### src/design/software_timer_table_macros.svh
// Assertion macros for the software timer table.
// Included by the top level; no other dependencies.
`ifndef SOFTWARE_TIMER_TABLE_MACROS_SVH
`define SOFTWARE_TIMER_TABLE_MACROS_SVH

`ifndef SYNTHESIS
// Check a property on every rising edge, skipped while reset is high.
`define STT_ASSERT_RST(label, clk, rst, prop, msg) \
   label: assert property (@(posedge clk) disable iff (rst) prop) else $error(msg);
// Check a property on every rising edge, reset included.
`define STT_ASSERT_ALL(label, clk, prop, msg) \
   label: assert property (@(posedge clk) prop) else $error(msg);
`else
`define STT_ASSERT_RST(label, clk, rst, prop, msg)
`define STT_ASSERT_ALL(label, clk, prop, msg)
`endif

`endif

### src/design/stt_pkg.sv
// Shared types and constants of the software timer table.
// No dependencies.
`default_nettype none

package stt_pkg;

   localparam int HZ_W     = 20;
   localparam int TICKS_W  = 32;
   localparam int PROD_W   = 52;
   localparam int REM_W    = 10;
   localparam int DIV_BITS = 4;
   localparam int STEP_W   = 4;

   localparam logic [HZ_W-1:0]     HZ_RESET   = 20'd1000;
   localparam logic [REM_W:0]      MS_PER_SEC = 11'd1000;
   localparam logic [STEP_W-1:0]   DIV_LAST   = 4'd12;

   typedef logic [1:0] cmd_type;
   localparam cmd_type CMD_TICK   = 2'd0;
   localparam cmd_type CMD_ADD    = 2'd1;
   localparam cmd_type CMD_CANCEL = 2'd2;

   typedef logic [2:0] kind_type;
   localparam kind_type KIND_EXPIRED   = 3'd0;
   localparam kind_type KIND_ADDED     = 3'd1;
   localparam kind_type KIND_FULL      = 3'd2;
   localparam kind_type KIND_CANCELLED = 3'd3;
   localparam kind_type KIND_NOT_FOUND = 3'd4;
   localparam kind_type KIND_TICK_DONE = 3'd5;

   typedef struct packed {
      cmd_type     cmd;
      logic [31:0] expire_ms;
      logic [31:0] reload_ms;
      logic [31:0] cancel_id;
   } req_type;

   typedef struct packed {
      kind_type    kind;
      logic [31:0] handle;
      logic [63:0] tick_count;
      logic        last;
   } rsp_type;

   typedef struct packed {
      logic               live;
      logic [TICKS_W-1:0] remaining;
      logic [TICKS_W-1:0] reload;
      logic [31:0]        id;
   } slot_type;

endpackage

`default_nettype wire

### src/design/stt_conv.sv
// Millisecond to tick converter: registered multiply, then radix-16 division by 1000.
// Depends on stt_pkg.
`default_nettype none

module stt_conv
   import stt_pkg::*;
(
   input  wire logic               clock,
   input  wire logic               reset,
   input  wire logic               start,
   input  wire logic [HZ_W-1:0]    hz,
   input  wire logic [31:0]        ms,
   output logic                    done,
   output logic [TICKS_W-1:0]      ticks
);

   logic [PROD_W-1:0] work_ff, work_in;
   logic [REM_W-1:0]  rem_ff, rem_in;
   logic [STEP_W-1:0] step_ff, step_in;
   logic              run_ff, run_in;
   logic              done_ff, done_in;
   logic [REM_W:0]    rem_ext;

   // Shift four dividend bits into the remainder per cycle; quotient bits fill from below.
   always_comb begin
      work_in = work_ff;
      rem_in  = rem_ff;
      step_in = step_ff;
      run_in  = run_ff;
      done_in = 1'b0;
      rem_ext = '0;
      if (start) begin
         work_in = PROD_W'(hz) * PROD_W'(ms);
         rem_in  = '0;
         step_in = '0;
         run_in  = 1'b1;
      end else if (run_ff) begin
         for (int j = 0; j < DIV_BITS; j++) begin
            rem_ext = {rem_in, work_in[PROD_W-1]};
            work_in = {work_in[PROD_W-2:0], 1'b0};
            if (rem_ext >= MS_PER_SEC) begin
               rem_ext    = rem_ext - MS_PER_SEC;
               work_in[0] = 1'b1;
            end
            rem_in = rem_ext[REM_W-1:0];
         end
         step_in = step_ff + 1'b1;
         if (step_ff == DIV_LAST) begin
            run_in  = 1'b0;
            done_in = 1'b1;
         end
      end
   end

   always_ff @(posedge clock) begin
      if (reset) begin
         run_ff  <= 1'b0;
         done_ff <= 1'b0;
         step_ff <= '0;
      end else begin
         run_ff  <= run_in;
         done_ff <= done_in;
         step_ff <= step_in;
      end
      work_ff <= work_in;
      rem_ff  <= rem_in;
   end

   assign done  = done_ff;
   // Saturate to 32 bits.
   assign ticks = (|work_ff[PROD_W-1:TICKS_W]) ? '1 : work_ff[TICKS_W-1:0];

endmodule

`default_nettype wire

### src/design/stt_cell.sv
// One timer slot of the rotating slot ring.
// Depends on stt_pkg.
`default_nettype none

module stt_cell
   import stt_pkg::*;
(
   input  wire logic     clock,
   input  wire logic     reset,
   input  wire logic     shift,
   input  wire slot_type d_in,
   output slot_type      q
);

   logic               live_ff;
   logic [TICKS_W-1:0] remaining_ff;
   logic [TICKS_W-1:0] reload_ff;
   logic [31:0]        id_ff;

   // Take the neighbor's slot on every shift; only the live bit is reset.
   always_ff @(posedge clock) begin
      if (reset) begin
         live_ff <= 1'b0;
      end else if (shift) begin
         live_ff <= d_in.live;
      end
      if (shift) begin
         remaining_ff <= d_in.remaining;
         reload_ff    <= d_in.reload;
         id_ff        <= d_in.id;
      end
   end

   assign q = '{live: live_ff, remaining: remaining_ff, reload: reload_ff, id: id_ff};

endmodule

`default_nettype wire

### src/design/software_timer_table.sv
// Software timer table top level: command sequencer, slot ring and converters.
// Depends on stt_pkg, stt_cell, stt_conv and software_timer_table_macros.svh.
//
//   channel   ports                         handshake
//   request   start, busy, req              taken when start is high and busy low
//   result    rsp_valid, rsp                one cycle per result, cannot be held off
//   config    csr_write_en, csr_write_data  written on any edge with the enable high
//
// Sequence: a tick or a cancel goes from idle through the walk and the done state; an
// add first waits in the conversion state for the millisecond converters (thirteen radix-16
// steps of the divide by 1000, then done is raised; the multiply is registered at
// the accepting edge). During the walk one slot reaches the head each cycle.
// A request with an unknown command leaves busy low.
// Reset clears all live bits, the tick count, the id counter and sets tick_hz to 1000.
// Results come out registered, from the walk's slots and from the done state; the receiver cannot stall.
`default_nettype none

`include "software_timer_table_macros.svh"

module software_timer_table
   import stt_pkg::*;
#(
   parameter int NUM_TIMERS = 16
)
(
   input  wire logic            clock,
   input  wire logic            reset,
   input  wire logic            start,
   output logic                 busy,
   input  wire req_type         req,
   output logic                 rsp_valid,
   output rsp_type              rsp,
   input  wire logic            csr_write_en,
   input  wire logic [HZ_W-1:0] csr_write_data
);

   localparam int CNT_W = (NUM_TIMERS > 1) ? $clog2(NUM_TIMERS) : 1;
   localparam logic [CNT_W-1:0] CNT_LAST = CNT_W'(NUM_TIMERS - 1);

   typedef enum logic [1:0] {
      ST_IDLE,
      ST_CONV,
      ST_WALK,
      ST_DONE
   } state_type;

   state_type          state_ff, state_in;
   logic [HZ_W-1:0]    tick_hz_ff, tick_hz_in;
   logic [63:0]        total_ticks_ff, total_ticks_in;
   logic [31:0]        next_id_ff, next_id_in;
   cmd_type            cmd_ff, cmd_in;
   logic [31:0]        cancel_id_ff, cancel_id_in;
   logic [31:0]        hit_id_ff, hit_id_in;
   logic               found_ff, found_in;
   logic [CNT_W-1:0]   cnt_ff, cnt_in;
   logic               rsp_valid_ff, rsp_valid_in;
   kind_type           kind_ff, kind_in;
   logic [31:0]        rsp_id_ff, rsp_id_in;
   logic               last_ff, last_in;

   logic               accept;
   logic               conv_start;
   logic               exp_done, rel_done;
   logic [TICKS_W-1:0] exp_ticks, rel_ticks;
   logic               shift;
   slot_type           head, head_new;
   logic               emit_expired;
   slot_type           cell_q [NUM_TIMERS];

   assign busy       = (state_ff != ST_IDLE);
   assign accept     = start && !busy;
   assign conv_start = accept && (req.cmd == CMD_ADD);
   assign shift      = (state_ff == ST_WALK);

   // Both converters start together and finish on the same cycle.
   stt_conv u_conv_expire (
      .clock (clock),
      .reset (reset),
      .start (conv_start),
      .hz    (tick_hz_ff),
      .ms    (req.expire_ms),
      .done  (exp_done),
      .ticks (exp_ticks)
   );

   stt_conv u_conv_reload (
      .clock (clock),
      .reset (reset),
      .start (conv_start),
      .hz    (tick_hz_ff),
      .ms    (req.reload_ms),
      .done  (rel_done),
      .ticks (rel_ticks)
   );

   // Slot ring: each cell takes its upper neighbor; the head, after processing, wraps
   // to the tail. After NUM_TIMERS shifts every slot is back in place, and the head
   // has seen the slots in ascending order.
   for (genvar i = 0; i < NUM_TIMERS; i++) begin : g_cell
      slot_type d_next;
      if (i == NUM_TIMERS - 1) begin : g_tail
         assign d_next = head_new;
      end else begin : g_mid
         assign d_next = cell_q[i+1];
      end
      stt_cell u_cell (
         .clock (clock),
         .reset (reset),
         .shift (shift),
         .d_in  (d_next),
         .q     (cell_q[i])
      );
   end

   assign head = cell_q[0];

   // Process the slot at the head of the ring.
   always_comb begin
      head_new     = head;
      found_in     = found_ff;
      next_id_in   = next_id_ff;
      hit_id_in    = hit_id_ff;
      emit_expired = 1'b0;
      case (cmd_ff)
         CMD_TICK: begin
            if (head.live) begin
               if (head.remaining <= TICKS_W'(1)) begin
                  // Due: restart from the reload count, or drop a one-shot timer.
                  emit_expired = 1'b1;
                  if (head.reload != '0) begin
                     head_new.remaining = head.reload;
                  end else begin
                     head_new.live = 1'b0;
                  end
               end else begin
                  head_new.remaining = head.remaining - 1'b1;
               end
            end
         end
         CMD_ADD: begin
            // Claim the first free slot.
            if (!found_ff && !head.live) begin
               head_new.live      = 1'b1;
               head_new.remaining = exp_ticks;
               head_new.reload    = rel_ticks;
               head_new.id        = next_id_ff;
               found_in           = 1'b1;
               hit_id_in          = next_id_ff;
               next_id_in         = next_id_ff + 1'b1;
            end
         end
         CMD_CANCEL: begin
            // Free the first live slot holding the id.
            if (!found_ff && head.live && (head.id == cancel_id_ff)) begin
               head_new.live = 1'b0;
               found_in      = 1'b1;
            end
         end
         default: begin
         end
      endcase
      if (!shift) begin
         found_in   = found_ff;
         next_id_in = next_id_ff;
         hit_id_in  = hit_id_ff;
      end
   end

   // Sequencer and result register.
   always_comb begin
      state_in       = state_ff;
      tick_hz_in     = csr_write_en ? csr_write_data : tick_hz_ff;
      total_ticks_in = total_ticks_ff;
      cmd_in         = cmd_ff;
      cancel_id_in   = cancel_id_ff;
      cnt_in         = cnt_ff;
      rsp_valid_in   = 1'b0;
      kind_in        = kind_ff;
      rsp_id_in      = rsp_id_ff;
      last_in        = last_ff;
      case (state_ff)
         ST_IDLE: begin
            if (accept) begin
               cmd_in       = req.cmd;
               cancel_id_in = req.cancel_id;
               cnt_in       = '0;
               case (req.cmd)
                  CMD_TICK: begin
                     total_ticks_in = total_ticks_ff + 64'd1;
                     state_in       = ST_WALK;
                  end
                  CMD_ADD: begin
                     state_in = ST_CONV;
                  end
                  CMD_CANCEL: begin
                     state_in = ST_WALK;
                  end
                  default: begin
                  end
               endcase
            end
         end
         ST_CONV: begin
            if (exp_done && rel_done) begin
               state_in = ST_WALK;
            end
         end
         ST_WALK: begin
            cnt_in = cnt_ff + 1'b1;
            if (emit_expired) begin
               rsp_valid_in = 1'b1;
               kind_in      = KIND_EXPIRED;
               rsp_id_in    = head.id;
               last_in      = 1'b0;
            end
            if (cnt_ff == CNT_LAST) begin
               state_in = ST_DONE;
            end
         end
         ST_DONE: begin
            rsp_valid_in = 1'b1;
            last_in      = 1'b1;
            case (cmd_ff)
               CMD_ADD: begin
                  kind_in   = found_ff ? KIND_ADDED : KIND_FULL;
                  rsp_id_in = found_ff ? hit_id_ff : 32'd0;
               end
               CMD_CANCEL: begin
                  kind_in   = found_ff ? KIND_CANCELLED : KIND_NOT_FOUND;
                  rsp_id_in = cancel_id_ff;
               end
               default: begin
                  kind_in   = KIND_TICK_DONE;
                  rsp_id_in = 32'd0;
               end
            endcase
            state_in = ST_IDLE;
         end
         default: begin
            state_in = ST_IDLE;
         end
      endcase
   end

   always_ff @(posedge clock) begin
      if (reset) begin
         state_ff       <= ST_IDLE;
         tick_hz_ff     <= HZ_RESET;
         total_ticks_ff <= '0;
         next_id_ff     <= '0;
         found_ff       <= 1'b0;
         cnt_ff         <= '0;
         rsp_valid_ff   <= 1'b0;
      end else begin
         state_ff       <= state_in;
         tick_hz_ff     <= tick_hz_in;
         total_ticks_ff <= total_ticks_in;
         next_id_ff     <= next_id_in;
         found_ff       <= accept ? 1'b0 : found_in;
         cnt_ff         <= cnt_in;
         rsp_valid_ff   <= rsp_valid_in;
      end
      cmd_ff       <= cmd_in;
      cancel_id_ff <= cancel_id_in;
      hit_id_ff    <= hit_id_in;
      kind_ff      <= kind_in;
      rsp_id_ff    <= rsp_id_in;
      last_ff      <= last_in;
   end

   assign rsp_valid = rsp_valid_ff;
   assign rsp       = '{kind: kind_ff, handle: rsp_id_ff, tick_count: total_ticks_ff,
                        last: last_ff};

   // Expiry results only come out while the block is busy.
   `STT_ASSERT_RST(a_expired_while_busy, clock, reset, ((rsp_valid && !rsp.last) |-> busy), "expiry result outside walk")
   // The two converters stay in lock step.
   `STT_ASSERT_RST(a_conv_lockstep, clock, reset, (exp_done == rel_done), "converters out of step")
   // An accepted tick raises the tick count by exactly one and starts the walk.
   `STT_ASSERT_RST(a_tick_count, clock, reset, ((accept && (req.cmd == CMD_TICK)) |=> (busy && (total_ticks_ff == $past(total_ticks_ff) + 64'd1))), "tick count not advanced")

endmodule

`default_nettype wire

### config.mk
export PLATFORM = sky130hd
export DESIGN_NAME = software_timer_table
export DESIGN_NICKNAME = d
export VERILOG_FILES = /design/src/design/stt_pkg.sv /design/src/design/stt_conv.sv /design/src/design/stt_cell.sv /design/src/design/software_timer_table.sv
export VERILOG_INCLUDE_DIRS = /design/src /design/src/design
export SDC_FILE = /design/constraint.sdc
export NUM_CORES = 2
export LEC_CHECK = 0
export BUFFER_PORTS_ARGS = -buffer_cell sky130_fd_sc_hd__buf_2
export CAP_MARGIN = 25
export CORE_UTILIZATION = 60
export DETAILED_ROUTE_END_ITERATION = 10
export GPL_ROUTABILITY_DRIVEN = 1
export PLACE_DENSITY_LB_ADDON = 0.05
export RECOVER_POWER = 50
export SYNTH_ARGS = -nofsm -noshare
export SYNTH_HDL_FRONTEND = slang
export SYNTH_SLANG_ARGS = --single-unit
export TNS_END_PERCENT = 100
### constraint.sdc
create_clock -name clock -period 62.8 [get_ports clock]
set_input_delay 9.42 -clock clock [delete_from_list [all_inputs] [get_ports clock]]
set_output_delay 9.42 -clock clock [all_outputs]
set_load 0.1 [all_outputs]
==> impl_summary.log <==
[metrics] status: complete, but fails checks
[metrics] violations in the final reports: max-capacitance violations, max-slew violations
[metrics] standard cell core area: 176,700 um2
[metrics] setup TNS after final layout: 0 ps
[metrics] average wire per cell in the routed design: 22.36 um
[metrics] Final Net Count: 9,978
[metrics] wire length of the first global-routing pass: 379,000 um
[metrics] setup repair after global routing missed its margin: false
[metrics] data arrival at the endpoint of the critical path: 17,450 ps
[metrics] hold slack final: 333.9 ps
[metrics] ys flop type: sky130_fd_sc_hd__edfxtp_1
[metrics] area added between synthesis and finish: 8.734%
[metrics] required time of the worst setup path: 63,380 ps
[metrics] sum of met2 wire segment lengths after detailed routing: 116,000 um
[metrics] number of synthesis warnings: 0
[metrics] peak clock frequency supported by timing: 0.05927 GHz
[metrics] Die Y-Extent: 424.3 um
[metrics] Site Rows: 154
[metrics] area used by multi-input combinational logic: 45,100 um2
[metrics] vias in the first global route: 64,530
[metrics] Cell variety after synth: 100
[metrics] clock network latency to the later pin of the worst-skew pair: 860 ps
[metrics] number of placed I/O pins: 224
[metrics] routed wl met3: 15,020 um
[metrics] kind of critical path: primary input to flip-flop
[metrics] post-CTS setup repair buffer count: 0
[metrics] count of hold buffers inserted by post-cts repair: 0
[metrics] number of flops mapped to enable cells by yosys: 1,742
[metrics] CP Launch Type: primary input
[metrics] synthesized net count: 9,897
[metrics] synthesized netlist cell count: 8,353
[metrics] Final Slew Violations: 497
[metrics] Inserted Clock Buffers: 183
[metrics] Final Instance Count excl. Fillers: 10,930
[metrics] die outline width: 424.3 um
[metrics] layout cell share with drive strength beyond 1: 7.720%
[metrics] Post-Syn Area: 107,000 um2
[metrics] total area of sequential cells: 55,790 um2
[metrics] measured slew at the worst slew-check pin: 9914 ps
[metrics] DR vias/cell: 5.690
[metrics] CTS clock-pin slew for the worst setup and hold paths: 60 ps
[metrics] sequential area share after synthesis: 52.10%
[metrics] Final Hold Vio Count: 0
[metrics] number of maximum-capacitance constraint violations: 4
[metrics] clock root buffer master: sky130_fd_sc_hd__clkbuf_16
[metrics] Worst Setup Slack post-DPL: 45,120 ps
[metrics] biggest area consumer among synthesized cells: sky130_fd_sc_hd__edfxtp_1
[metrics] initial antenna violation count: 9
[metrics] core occupancy in the finished layout: 65.86%
[metrics] share of Yosys cell area claimed by the top area cell type: 48.88%
[metrics] setup slack of the critical path after layout: 45,930 ps
[metrics] WL met1: 105,600 um
[metrics] htree depth: 4
[metrics] effective utilization at floorplan: 60.57%
[metrics] remaining max-slew budget at the tightest pin: -561.0%
[metrics] die area: 180,100 um2
[metrics] top metal layer carrying routed signals: met5
[metrics] CTS tree: built
[metrics] violation count after the first detailed-route iteration: 4,777
[metrics] Final Critical Period: 16,870 ps
[metrics] total wirelength of the detailed-routed design: 244,500 um
[metrics] worst ir drop on vdd: 0.00009787 V
[metrics] worst clock skew: 90.60 ps
[metrics] LEAKAGE: 46.87 nW
[metrics] overall track demand over capacity in global routing: 27.80%
[metrics] power density of the placed cells: 58.57 nW/um2
[metrics] Routed Antenna Nets: 0
[metrics] sink count of the clock tree: 1,914
[metrics] final routed DRC violation total: 0
[metrics] fill cell total of the finished layout: 12,930
[metrics] kind of end point of the critical path: flip-flop
[metrics] overall via count from detail_route: 62,200
[metrics] Final Wtd Congestion: 0.8910
[metrics] cells resized by post-CTS repair: 0
[metrics] largest fanout on the critical path: 20
[metrics] min-delay worst type: flip-flop to flip-flop
[metrics] top cells by area, synth: sky130_fd_sc_hd__edfxtp_1, sky130_fd_sc_hd__fa_1, sky130_fd_sc_hd__inv_1
[metrics] iteration count of the initial detailed-routing pass: 6
[metrics] global-route congestion overflow total: 0
[metrics] count of state elements after synthesis: 1,914
[metrics] Port Buffer Count: 223
[metrics] fraction of registers with async set or reset after synthesis: 0%
[metrics] final critical-path share of the clock period: 26.87%
[metrics] maximum number of pins on one net before global-route repair: 223
[metrics] number of setup violations in the final report: 0
[metrics] mean area per synthesized cell: 12.81 um2
[metrics] number of cells in the design after placement: 10,580
[metrics] worst-case clock buffer depth: 3
[metrics] final HPWL from detailed placement: 167,500 um
[logic make-up after synthesis]
logic type | share of synthesized area, %
muxes | 0.9879
AOI/OAI and AO/OA | 5.016
xor gates and xnor gates | 1.914
DFF | 52.10
adders and majority gates | 24.14
and+or+nand+nor | 10.05
buffers and inverters | 5.791
[per-layer routing]
layer | global-route usage (%) | vias up
met5 | 0 | -
met4 | 9.134 | 10
met3 | 3.991 | 480
met2 | 44.41 | 2073
met1 | 39.69 | 31930
li1 | - | 27700
[worst paths after layout]
check | to | cells after the start | from | slack [ps]
worst max-delay path | u_conv_reload.work_ff[49] | 27 | req[40] | 45930
worst min-delay path | g_cell[13].u_cell.reload_ff[27] | 0 | g_cell[14].u_cell.reload_ff[27] | 330
worst max register to register | g_cell[2].u_cell.remaining_ff[14] | 6 | state_ff[0] | 50900
worst min register to register | g_cell[13].u_cell.reload_ff[27] | 0 | g_cell[14].u_cell.reload_ff[27] | 330
[final cells by class]
| class | count | share of cell area, % |
|---|---|---|
| Sequential cell | 1914 | 47.95 |
| Multi-Input combinational cell | 4795 | 38.76 |
| Inverter | 1244 | 4.013 |
| Clock inverter | 95 | 0.9967 |
| Timing Repair Buffer | 296 | 1.559 |
| Tap cell | 2340 | 2.516 |
| Clock buffer | 244 | 4.202 |
| Antenna cell | 4 | 0.008602 |
[placed cells by master (no fill, tap or decap), drive strengths merged, types with 40 or more instances in the layout]
cell and n:
edfxtp 1742, nor2 260, nand3 83, ha 350, a21o 59, a22oi 40
clkbuf 249, buf 291, o21ai 238, dfxtp 172, nand2 996, nand4 47
xor2 113, fa 1072, and2 576, clkinv 70, xnor2 120, nor3 51
mux2i 60, inv 1246, a21oi 173
[cell usage after synthesis, types with 10 or more instances]
| master | count |
|---|---|
| sky130_fd_sc_hd__nand3_1 | 83 |
| sky130_fd_sc_hd__mux2_2 | 37 |
| sky130_fd_sc_hd__a21o_1 | 59 |
| sky130_fd_sc_hd__xnor2_1 | 119 |
| sky130_fd_sc_hd__a211oi_1 | 16 |
| sky130_fd_sc_hd__nor3_1 | 50 |
| sky130_fd_sc_hd__nand2_1 | 996 |
| sky130_fd_sc_hd__fa_1 | 1072 |
| sky130_fd_sc_hd__and2_1 | 576 |
| sky130_fd_sc_hd__o21ai_0 | 233 |
| sky130_fd_sc_hd__edfxtp_1 | 1742 |
| sky130_fd_sc_hd__o21a_1 | 21 |
| sky130_fd_sc_hd__o22ai_1 | 11 |
| sky130_fd_sc_hd__a31oi_1 | 17 |
| sky130_fd_sc_hd__nor4_1 | 36 |
| sky130_fd_sc_hd__and3_1 | 37 |
| sky130_fd_sc_hd__nor2_1 | 260 |
| sky130_fd_sc_hd__nand2b_1 | 19 |
| sky130_fd_sc_hd__nand4_1 | 46 |
| sky130_fd_sc_hd__ha_1 | 350 |
| sky130_fd_sc_hd__o31ai_1 | 22 |
| sky130_fd_sc_hd__or3_1 | 33 |
| sky130_fd_sc_hd__a22oi_1 | 40 |
| sky130_fd_sc_hd__inv_1 | 1239 |
| sky130_fd_sc_hd__buf_1 | 13 |
| sky130_fd_sc_hd__a211o_1 | 10 |
| sky130_fd_sc_hd__a21oi_1 | 171 |
| sky130_fd_sc_hd__xor2_1 | 113 |
| sky130_fd_sc_hd__mux2i_1 | 58 |
| sky130_fd_sc_hd__and4_1 | 12 |
| sky130_fd_sc_hd__clkbuf_1 | 378 |
| sky130_fd_sc_hd__o2bb2ai_1 | 34 |
| sky130_fd_sc_hd__dfxtp_1 | 172 |
| sky130_fd_sc_hd__o221ai_1 | 13 |
| sky130_fd_sc_hd__nor2b_1 | 29 |
| sky130_fd_sc_hd__o22a_1 | 32 |
| sky130_fd_sc_hd__o211ai_1 | 18 |
| sky130_fd_sc_hd__o21bai_1 | 33 |
[stage by stage]
stage	power, mW	instance area [um2]
4_1_cts	6.810	116300
3_5_place_dp	5.671	110300
6_report	6.816	116400
5_1_grt	7.341	116400
2_1_floorplan	5.190	107000
3_3_place_gp	5.610	110200
[registers in the layout, indices dropped and copies added (netlist names), 2 cells and up]
name and count:
cancel_id_ff 32, cmd_ff 2, cnt_ff 4, g_cell.u_cell.id_ff 512, g_cell.u_cell.live_ff 16, g_cell.u_cell.reload_ff 512, g_cell.u_cell.remaining_ff 512, hit_id_ff 32
kind_ff 3, next_id_ff 32, rsp_id_ff 32, state_ff 2, tick_hz_ff 20, total_ticks_ff 64, u_conv_expire.rem_ff 10, u_conv_expire.step_ff 4
u_conv_expire.work_ff 52, u_conv_reload.rem_ff 10, u_conv_reload.step_ff 4, u_conv_reload.work_ff 52
[where the power goes]
part / internal (mW) / leakage (nW) / switching (mW) / total [mW]
combinational: 1.44 / 26.5 / 2.28 / 3.72
sequential: 1.85 / 17.5 / 0.143 / 1.99
clock: 0.603 / 2.88 / 0.496 / 1.10
[worst max-delay path, cell delays in order]
cell,delay (ps)
sky130_fd_sc_hd__buf_2,370
sky130_fd_sc_hd__and2_1,230
sky130_fd_sc_hd__fa_1,430
sky130_fd_sc_hd__fa_1,530
sky130_fd_sc_hd__inv_1,50
sky130_fd_sc_hd__fa_1,470
sky130_fd_sc_hd__inv_1,50
sky130_fd_sc_hd__fa_1,460
sky130_fd_sc_hd__ha_1,310
sky130_fd_sc_hd__fa_1,490
sky130_fd_sc_hd__inv_1,50
sky130_fd_sc_hd__fa_1,470
sky130_fd_sc_hd__inv_1,40
sky130_fd_sc_hd__ha_1,320
sky130_fd_sc_hd__a21o_1,190
sky130_fd_sc_hd__a21o_1,190
sky130_fd_sc_hd__a21oi_1,150
sky130_fd_sc_hd__nor2b_1,80
sky130_fd_sc_hd__a2111oi_0,880
sky130_fd_sc_hd__o41ai_1,300
sky130_fd_sc_hd__a31o_2,370
sky130_fd_sc_hd__a31oi_1,300
sky130_fd_sc_hd__a21oi_1,240
sky130_fd_sc_hd__a311oi_1,610
sky130_fd_sc_hd__o31ai_1,190
sky130_fd_sc_hd__xnor2_1,150
sky130_fd_sc_hd__o21ai_0,80
Note: power is estimated with default switching activity, not from simulation.
